==> src/design/pll_pkg.sv <==
// package for the positional linked list engine
// holds sizes, request codes, transaction structs and control structs
// no dependencies
`default_nettype none

package pll_pkg;

	localparam int CAPACITY = 64;
	localparam int DATA_W   = 32;
	localparam int IDX_W    = $clog2(CAPACITY);
	localparam int PTR_W    = IDX_W + 1;
	localparam int CNT_W    = $clog2(CAPACITY + 1);
	localparam int POS_W    = 7;
	localparam int TYPE_W   = 2;

	localparam logic [PTR_W-1:0] NULL_PTR = PTR_W'(CAPACITY);

	typedef enum logic [TYPE_W-1:0] {
		REQ_INSERT = 2'd0,
		REQ_REMOVE = 2'd1,
		REQ_GET    = 2'd2,
		REQ_CLEAR  = 2'd3
	} req_type_t;

	typedef struct packed {
		logic [TYPE_W-1:0]        req_type;
		logic [POS_W-1:0]         position;
		logic signed [DATA_W-1:0] value;
	} req_t;

	typedef struct packed {
		logic                     success;
		logic signed [DATA_W-1:0] read_value;
		logic [CNT_W-1:0]         length;
	} rsp_t;

	typedef struct packed {
		logic             rd;
		logic             wr;
		logic             clr;
		logic [IDX_W-1:0] addr;
		logic [IDX_W-1:0] wdata;
	} fs_cmd_t;

	typedef struct packed {
		logic [IDX_W-1:0]  rd_addr;
		logic              nxt_we;
		logic [IDX_W-1:0]  nxt_waddr;
		logic [PTR_W-1:0]  nxt_wdata;
		logic              val_we;
		logic [IDX_W-1:0]  val_waddr;
		logic [DATA_W-1:0] val_wdata;
	} slot_cmd_t;

endpackage

`default_nettype wire

==> src/design/pll_free_stack.sv <==
// free slot stack for the positional linked list engine
// one memory with registered read, identity below the low-water mark
// depends on pll_pkg
`default_nettype none

module pll_free_stack (
	input  wire logic                          clk,
	input  wire logic                          arst_n,
	input  wire pll_pkg::fs_cmd_t              cmd,
	output logic [pll_pkg::IDX_W-1:0]          slot
);

	logic [pll_pkg::IDX_W-1:0] mem [pll_pkg::CAPACITY];
	logic [pll_pkg::IDX_W-1:0] mem_rd_q;
	logic [pll_pkg::IDX_W-1:0] addr_q;
	logic                      ident_q;
	logic [pll_pkg::CNT_W-1:0] low_mark_q;

	// stack entries below the low-water mark were never popped since clear
	always_ff @(posedge clk) begin
		if (cmd.wr) begin
			mem[cmd.addr] <= cmd.wdata;
		end
		if (cmd.rd) begin
			mem_rd_q <= mem[cmd.addr];
			addr_q   <= cmd.addr;
			ident_q  <= (pll_pkg::CNT_W'(cmd.addr) < low_mark_q);
		end
	end

	always_ff @(posedge clk or negedge arst_n) begin
		if (!arst_n) begin
			low_mark_q <= pll_pkg::CNT_W'(pll_pkg::CAPACITY);
		end else if (cmd.clr) begin
			low_mark_q <= pll_pkg::CNT_W'(pll_pkg::CAPACITY);
		end else if (cmd.rd && (pll_pkg::CNT_W'(cmd.addr) < low_mark_q)) begin
			low_mark_q <= pll_pkg::CNT_W'(cmd.addr);
		end
	end

	assign slot = ident_q ? addr_q : mem_rd_q;

endmodule

`default_nettype wire

==> src/design/pll_slot_store.sv <==
// slot storage for the positional linked list engine
// value and next-link memories, one shared read address, registered read data
// depends on pll_pkg
`default_nettype none

module pll_slot_store (
	input  wire logic                          clk,
	input  wire pll_pkg::slot_cmd_t            cmd,
	output logic [pll_pkg::PTR_W-1:0]          next_rdata,
	output logic [pll_pkg::DATA_W-1:0]         value_rdata
);

	logic [pll_pkg::PTR_W-1:0]  next_mem  [pll_pkg::CAPACITY];
	logic [pll_pkg::DATA_W-1:0] value_mem [pll_pkg::CAPACITY];
	logic [pll_pkg::PTR_W-1:0]  next_rdata_q;
	logic [pll_pkg::DATA_W-1:0] value_rdata_q;

	always_ff @(posedge clk) begin
		if (cmd.nxt_we) begin
			next_mem[cmd.nxt_waddr] <= cmd.nxt_wdata;
		end
		next_rdata_q <= next_mem[cmd.rd_addr];
	end

	always_ff @(posedge clk) begin
		if (cmd.val_we) begin
			value_mem[cmd.val_waddr] <= cmd.val_wdata;
		end
		value_rdata_q <= value_mem[cmd.rd_addr];
	end

	assign next_rdata  = next_rdata_q;
	assign value_rdata = value_rdata_q;

endmodule

`default_nettype wire

==> src/design/positional_linked_list_engine.sv <==
// top level of the positional linked list engine
// sequencer that walks the links, plus the result register
// depends on pll_pkg, pll_free_stack, pll_slot_store
`default_nettype none

// Keeps an ordered list of up to 64 signed 32-bit values as linked slots with a
// free slot stack, and answers one request at a time with one result. The walk
// follows one next-link per cycle through the slot memory toward the request
// position: a get or an insert passes S_RD and S_WALK (an insert at the head
// skips both), an insert then fills its slot in S_LINK, a remove passes S_RD
// and S_WALK twice (once at the head); a failed request or a clear goes
// straight to S_OUT. req_stall is high while a request is in progress; a
// finished result waits in its own register, so the next request is taken
// while rsp is stalled. No clearing pass is needed after reset.
module positional_linked_list_engine (
	input  wire logic          clk,
	input  wire logic          arst_n,
	input  wire logic          req_valid,
	output logic               req_stall,
	input  wire pll_pkg::req_t req,
	output logic               rsp_valid,
	input  wire logic          rsp_stall,
	output pll_pkg::rsp_t      rsp
);

	typedef enum logic [4:0] {
		S_IDLE = 5'b00001,
		S_RD   = 5'b00010,
		S_WALK = 5'b00100,
		S_LINK = 5'b01000,
		S_OUT  = 5'b10000
	} state_t;

	state_t                     state_q;
	logic [pll_pkg::TYPE_W-1:0] op_q;
	logic                       phase_q;
	logic                       at_head_q;
	logic [pll_pkg::PTR_W-1:0]  cur_q;
	logic [pll_pkg::PTR_W-1:0]  prev_q;
	logic [pll_pkg::PTR_W-1:0]  tmp_q;
	logic [pll_pkg::POS_W-1:0]  hops_q;
	logic [pll_pkg::DATA_W-1:0] val_q;
	logic [pll_pkg::CNT_W-1:0]  count_q;
	logic [pll_pkg::PTR_W-1:0]  head_q;
	logic                       ok_q;
	logic [pll_pkg::DATA_W-1:0] rd_q;
	logic                       rsp_valid_q;
	pll_pkg::rsp_t              rsp_q;

	pll_pkg::fs_cmd_t           fs_cmd;
	pll_pkg::slot_cmd_t         slot_cmd;
	logic [pll_pkg::IDX_W-1:0]  fs_slot;
	logic [pll_pkg::PTR_W-1:0]  next_rdata;
	logic [pll_pkg::DATA_W-1:0] value_rdata;

	logic                       accept;
	logic                       walk_end;
	logic                       rsp_load;
	logic                       ins_ok;
	logic                       pos_ok;
	logic [pll_pkg::CNT_W-1:0]  free_top;
	logic [pll_pkg::IDX_W-1:0]  pop_addr;
	logic [pll_pkg::IDX_W-1:0]  push_addr;

	assign accept    = req_valid && !req_stall;
	assign req_stall = (state_q != S_IDLE);
	assign walk_end  = (state_q == S_WALK) && (hops_q == '0);
	assign rsp_load  = (state_q == S_OUT) && (!rsp_valid_q || !rsp_stall);

	assign free_top  = pll_pkg::CNT_W'(pll_pkg::CAPACITY) - count_q;
	assign pop_addr  = pll_pkg::IDX_W'(free_top - pll_pkg::CNT_W'(1));
	assign push_addr = pll_pkg::IDX_W'(free_top);

	assign ins_ok = (pll_pkg::CNT_W'(req.position) <= count_q)
		&& (count_q < pll_pkg::CNT_W'(pll_pkg::CAPACITY));
	assign pos_ok = (pll_pkg::CNT_W'(req.position) < count_q);

	pll_free_stack u_free_stack (
		.clk    (clk),
		.arst_n (arst_n),
		.cmd    (fs_cmd),
		.slot   (fs_slot)
	);

	pll_slot_store u_slot_store (
		.clk         (clk),
		.cmd         (slot_cmd),
		.next_rdata  (next_rdata),
		.value_rdata (value_rdata)
	);

	always_comb begin
		fs_cmd   = '0;
		slot_cmd = '0;

		slot_cmd.rd_addr = (state_q == S_WALK) ? next_rdata[pll_pkg::IDX_W-1:0]
			: cur_q[pll_pkg::IDX_W-1:0];

		if (accept) begin
			if ((req.req_type == pll_pkg::REQ_INSERT) && ins_ok) begin
				fs_cmd.rd   = 1'b1;
				fs_cmd.addr = pop_addr;
			end
			if (req.req_type == pll_pkg::REQ_CLEAR) begin
				fs_cmd.clr = 1'b1;
			end
		end

		if (walk_end) begin
			if (op_q == pll_pkg::REQ_INSERT) begin
				slot_cmd.nxt_we    = 1'b1;
				slot_cmd.nxt_waddr = cur_q[pll_pkg::IDX_W-1:0];
				slot_cmd.nxt_wdata = {1'b0, fs_slot};
			end else if ((op_q == pll_pkg::REQ_REMOVE) && phase_q) begin
				slot_cmd.nxt_we    = !at_head_q;
				slot_cmd.nxt_waddr = prev_q[pll_pkg::IDX_W-1:0];
				slot_cmd.nxt_wdata = next_rdata;
				fs_cmd.wr          = 1'b1;
				fs_cmd.addr        = push_addr;
				fs_cmd.wdata       = cur_q[pll_pkg::IDX_W-1:0];
			end
		end

		if (state_q == S_LINK) begin
			slot_cmd.nxt_we    = 1'b1;
			slot_cmd.nxt_waddr = fs_slot;
			slot_cmd.nxt_wdata = tmp_q;
			slot_cmd.val_we    = 1'b1;
			slot_cmd.val_waddr = fs_slot;
			slot_cmd.val_wdata = val_q;
		end
	end

	always_ff @(posedge clk or negedge arst_n) begin
		if (!arst_n) begin
			state_q     <= S_IDLE;
			count_q     <= '0;
			head_q      <= pll_pkg::NULL_PTR;
			rsp_valid_q <= 1'b0;
		end else begin
			if (rsp_load) begin
				rsp_valid_q <= 1'b1;
			end else if (!rsp_stall) begin
				rsp_valid_q <= 1'b0;
			end

			unique case (state_q)
				S_IDLE: begin
					if (accept) begin
						case (req.req_type) inside
							pll_pkg::REQ_INSERT: begin
								state_q <= !ins_ok ? S_OUT
									: ((req.position == '0) ? S_LINK : S_RD);
							end
							pll_pkg::REQ_REMOVE, pll_pkg::REQ_GET: begin
								state_q <= pos_ok ? S_RD : S_OUT;
							end
							default: begin
								count_q <= '0;
								head_q  <= pll_pkg::NULL_PTR;
								state_q <= S_OUT;
							end
						endcase
					end
				end
				S_RD: begin
					state_q <= S_WALK;
				end
				S_WALK: begin
					if (walk_end) begin
						case (op_q)
							pll_pkg::REQ_INSERT: begin
								state_q <= S_LINK;
							end
							pll_pkg::REQ_REMOVE: begin
								if (phase_q) begin
									if (at_head_q) begin
										head_q <= next_rdata;
									end
									count_q <= count_q - pll_pkg::CNT_W'(1);
									state_q <= S_OUT;
								end else begin
									state_q <= S_RD;
								end
							end
							default: begin
								state_q <= S_OUT;
							end
						endcase
					end
				end
				S_LINK: begin
					if (at_head_q) begin
						head_q <= {1'b0, fs_slot};
					end
					count_q <= count_q + pll_pkg::CNT_W'(1);
					state_q <= S_OUT;
				end
				S_OUT: begin
					if (rsp_load) begin
						state_q <= S_IDLE;
					end
				end
				default: begin
					state_q <= S_IDLE;
				end
			endcase
		end
	end

	// walk and result datapath
	always_ff @(posedge clk) begin
		if (accept) begin
			op_q      <= req.req_type;
			val_q     <= req.value;
			cur_q     <= head_q;
			tmp_q     <= head_q;
			rd_q      <= '0;
			at_head_q <= (req.position == '0);
			phase_q   <= (req.position == '0);
			hops_q    <= (req.req_type == pll_pkg::REQ_GET) ? req.position
				: ((req.position == '0) ? '0 : req.position - pll_pkg::POS_W'(1));
			case (req.req_type) inside
				pll_pkg::REQ_INSERT: ok_q <= ins_ok;
				pll_pkg::REQ_REMOVE,
				pll_pkg::REQ_GET:    ok_q <= pos_ok;
				default:             ok_q <= 1'b1;
			endcase
		end

		if ((state_q == S_WALK) && !walk_end) begin
			cur_q  <= next_rdata;
			hops_q <= hops_q - pll_pkg::POS_W'(1);
		end

		if (walk_end) begin
			case (op_q)
				pll_pkg::REQ_INSERT: begin
					tmp_q <= next_rdata;
				end
				pll_pkg::REQ_REMOVE: begin
					if (!phase_q) begin
						prev_q  <= cur_q;
						cur_q   <= next_rdata;
						phase_q <= 1'b1;
					end
				end
				pll_pkg::REQ_GET: begin
					rd_q <= value_rdata;
				end
				default: begin
					rd_q <= '0;
				end
			endcase
		end

		if (rsp_load) begin
			rsp_q.success    <= ok_q;
			rsp_q.read_value <= rd_q;
			rsp_q.length     <= count_q;
		end
	end

	assign rsp_valid = rsp_valid_q;
	assign rsp       = rsp_q;

endmodule

`default_nettype wire

==> config.mk <==
export PLATFORM = sky130hd
export DESIGN_NAME = positional_linked_list_engine
export DESIGN_NICKNAME = d
export VERILOG_FILES = /design/src/design/pll_pkg.sv /design/src/design/pll_free_stack.sv /design/src/design/pll_slot_store.sv /design/src/design/positional_linked_list_engine.sv
export SDC_FILE = /design/constraint.sdc
export NUM_CORES = 2
export LEC_CHECK = 0
export ABC_AREA = 1
export BUFFER_PORTS_ARGS = -buffer_cell sky130_fd_sc_hd__buf_2
export CORE_UTILIZATION = 50
export CTS_BUF_LIST = sky130_fd_sc_hd__clkbuf_4
export CTS_CLUSTER_DIAMETER = 30
export DETAILED_ROUTE_END_ITERATION = 10
export PLACE_DENSITY = 0.64
export SLEW_MARGIN = 20
export SYNTH_ARGS = -nofsm -noshare
export SYNTH_HDL_FRONTEND = slang
export SYNTH_SLANG_ARGS = --single-unit
export TNS_END_PERCENT = 20
==> constraint.sdc <==
create_clock -name clk -period 5.3 [get_ports clk]
set_clock_uncertainty 0.1 [all_clocks]
set_input_delay 0.795 -clock clk [delete_from_list [all_inputs] [get_ports clk]]
set_output_delay 0.795 -clock clk [all_outputs]
set_load 0.01 [all_outputs]
==> parameters.txt <==
Parameter                              Value

Worst setup path
  Critical path peak fanout    16
  CP top delay family    simple AND/OR/NAND/NOR gates
  Category of the worst setup path launch point    flop
  Data required time at the worst endpoint    6.23 ns
  Startpoint of the most critical register-to-register path    state_q[1]
  Slowest cell on the critical path    nor2_1
  Kind of critical path    reg2reg
  R2R Path End    u_slot_store.next_mem[20][5]
  FF-to-FF path depth    9
  Data arrival time of the critical path    5.05 ns
  Type of destination of the critical path    flop
  Buffers & Inverters on Critical Path    1
  Worst-path cell chain    nor2_4 > nand4_4 > inv_2 > nand2_2 > o21ai_0 > nand2_1 > nor2_1 > nand2_1 > nor2_1
  Stage delay of the slowest cell on the critical path    0.73 ns
  Flop-to-flop setup slack    1.18 ns

STA
  Slew at the pin closest to its max-slew limit    1.16 ns
  Setup repair after global routing missed its margin    false
  Total negative slack    0 ns
  Post-layout worst setup margin    1.18 ns
  Number of setup violations in the final report    0
  Highest clock rate    243 MHz
  Max transition margin    0.224
  Final worst-path cycle share    0.778
  Total count of max-transition violations in the final report    0
  Final critical path time including I/O delays and setup    4.12 ns
  Count of endpoints failing hold in the final timing report    0

Hold path
  Classification of the worst-slack hold path    in2reg
  Start point of the worst min-delay path    req_valid
  End point of the most critical hold path    state_q[0]
  Worst hold path depth    6

Floorplan
  Starting density of the core    0.505
  Number of rows in the core area    180
  Die height    496 µm
  Die extent in x    496 µm
  Core box area    241000 µm²
  Die ar.    246000 µm²
  Num ports    87

Logic synthesis
  Post-synth net total    9777
  Synthesized flop and latch total    3027
  Cell area after synthesis    122000 µm²
  Mean post-synth cell area    12.5 µm²
  Sequential fraction of the synthesis area    0.738
  Number of distinct library cells after synthesis    49
  Warnings, synthesis    0
  Cell count after synthesis    9709

Layout
  Layout area overhead    13.3%
  Finished Layout Cells    14000
  Fraction of final layout cells with drive strength greater than 1    0.162
  Final instance area    138000 µm²
  Final net count    10400
  Highest-count cells in the layout ignoring fill and taps    edfxtp_1, nand2_1, o21ai_0, clkbuf_4, nor2_1
  Most common cell after layout, fill and taps aside    edfxtp_1

Drt
  Final wirelength    345000 µm
  Number of vias per cell    5.89
  Routed length per instance    24.6 µm
  Count of unresolved DRC violations after routing    0
  Total via count after detailed routing    82700
  Iteration count of the initial detailed-routing pass    6
  DRC violation total after the first TritonRoute iteration    9290
  Remaining number of nets flagged by the antenna check after routing    0

Placed design
  Number of port buffers    86
  Placed cell area    127000 µm²
  Worst slack at placement    1.17 ns
  Last weighted congestion value of the routability-driven placer    0.865
  Placed Instances    12600
  Final HPWL DP    191000 µm

Global route
  Remaining global-route overflow    0
  Overall Global Routing Usage    0.278
  Number of antenna violations at the first check in global routing    13
  Pin count of the biggest net entering global routing    187
  First-pass GRT wire length    509000 µm
  Vias in the first global route    81700

Power
  Power per standard cell area    479 nW/µm²
  Final total power    66.1 mW
  Maximum ir drop on the vdd rail    0.000456 V
  Static leakage power    46.7 nW

Run
  Max_cap viols    0

Clock tree
  CTS root buffer    clkbuf_4
  Post-cts sizing count    0
  Buffer depth of the longest clock path    4
  Number of buffers created by CTS    780
  Clock net sink count    3027
  Clock latency on the worst-skew pair    1.40 ns
  Clock-pin slew reported for the worst setup and hold paths after clock tree synthesis    0.06 ns
  CTS tree    done
  Total number of H-tree levels    6

Run status
  Result of the run    complete, no violations
## repair_timing
action / 4_1_cts / 5_1_grt
setup endpoints to repair: 0 / 0
hold buffers: 88 / 0
endpoints found under the hold margin: 97 / 0
setup buffers: 0 / 0
## metal layers
| layer | wire [µm] | global-route usage |
|---|---|---|
| met5 | 13 | 0 |
| met4 | 12500 | 0.120 |
| met3 | 31600 | 0.0604 |
| met2 | 163000 | 0.443 |
| met1 | 138000 | 0.371 |
## power breakdown
group          total, mW  internal [mW]  switching (mW)
Sequential          26.4           26.2           0.194
Clock               19.3           10.1            9.19
Combinational       20.3           5.83            14.5
Total               66.1           42.2            23.9
## tightest hold or removal path, stage by stage
cell and delay, ns:
dlygate4sd3_1 0.53, buf_2 0.16, nor2_1 0.10, nor2_1 0.05
nand2_1 0.10, a21oi_1 0.09
## final cells by class
cell class | count | area (µm²)
fill | 19700 | 103000
sequential | 3027 | 89900
multi-input combinational | 5800 | 29400
clock buffer | 1106 | 8300
timing repair buffer | 477 | 4310
tap | 3185 | 3990
clock inverter | 193 | 1120
inverter | 238 | 917
antenna | 16 | 40.0
## cells in the mapped netlist, drive strengths merged
library cell | number | area share
a22oi | 4 | 0.00025
clkbuf | 488 | 0.015
fa | 1 | 0.00016
dfstp | 2 | 0.00043
nand3 | 655 | 0.027
dfrtp | 24 | 0.0049
a21oi | 23 | 0.0010
clkinv | 2 | 0.000062
xnor2 | 6 | 0.00043
nor2 | 984 | 0.031
nor4 | 2 | 0.00028
nand3b | 1 | 0.000062
edfxtp | 2918 | 0.72
a211oi | 1 | 0.000062
o21bai | 394 | 0.024
ha | 22 | 0.0023
nand2 | 1706 | 0.053
a31oi | 2 | 0.00010
o211ai | 362 | 0.022
nor3b | 1 | 0.000062
xor2 | 11 | 0.00091
or2 | 10 | 0.00051
o22ai | 233 | 0.012
a21boi | 2 | 0.00012
nor3 | 11 | 0.00049
dfxtp | 83 | 0.014
nand4 | 21 | 0.0014
o31ai | 4 | 0.00040
mux2 | 7 | 0.00065
inv | 236 | 0.0073
buf | 156 | 0.0063
o21ai | 1334 | 0.055
o32ai | 3 | 0.00022
## how the worst max path moves through the flow
stage / startpoint / endpoint / slack [ns] / cells past startpoint
global route: state_q[3] / u_free_stack.mem_rd_q[4] / 0.82 / 19
global placement: req[36] / u_free_stack.mem_rd_q[0] / 1.16 / 19
finish: state_q[1] / u_slot_store.next_mem[20][5] / 1.18 / 9
CTS: state_q[1] / u_slot_store.next_mem[20][3] / 1.15 / 9
detailed placement: state_q[1] / u_slot_store.next_mem[20][4] / 1.17 / 9
floorplan: hops_q[0] / u_slot_store.next_mem[0][0] / 0.71 / 7
## logic make-up (layout without fill, tap and decap cells)
| group | Yosys count | after routing | synth area share |
|---|---|---|---|
| fa+ha+maj | 23 | 23 | 0.00242 |
| buf+inv | 882 | 2014 | 0.0286 |
| simple gates | 3391 | 3391 | 0.113 |
| mux | 7 | 7 | 0.000647 |
| flops | 3027 | 3027 | 0.738 |
| other cells | 0 | 16 | 0 |
| xor+xnor | 17 | 17 | 0.00135 |
| compound gates | 2362 | 2362 | 0.116 |
## registers in the layout, indices dropped and copies added (netlist names), 7 cells and up
register / count
u_slot_store.next_mem: 384
rd_q: 32
u_slot_store.value_rdata: 32
u_slot_store.value_mem: 2048
u_free_stack.mem: 384
val_q: 32
count_q: 7
hops_q: 7
rsp: 40
u_free_stack.low_mark_q: 7
## through the flow
step                hold slack, ns   util
floorplan                    0.300      -
global placement             0.316  0.528
detailed placement           0.315  0.528
CTS                          0.162  0.571
global route                 0.216  0.571
finish                       0.322  0.571
(Power assumes the default switching activity.)
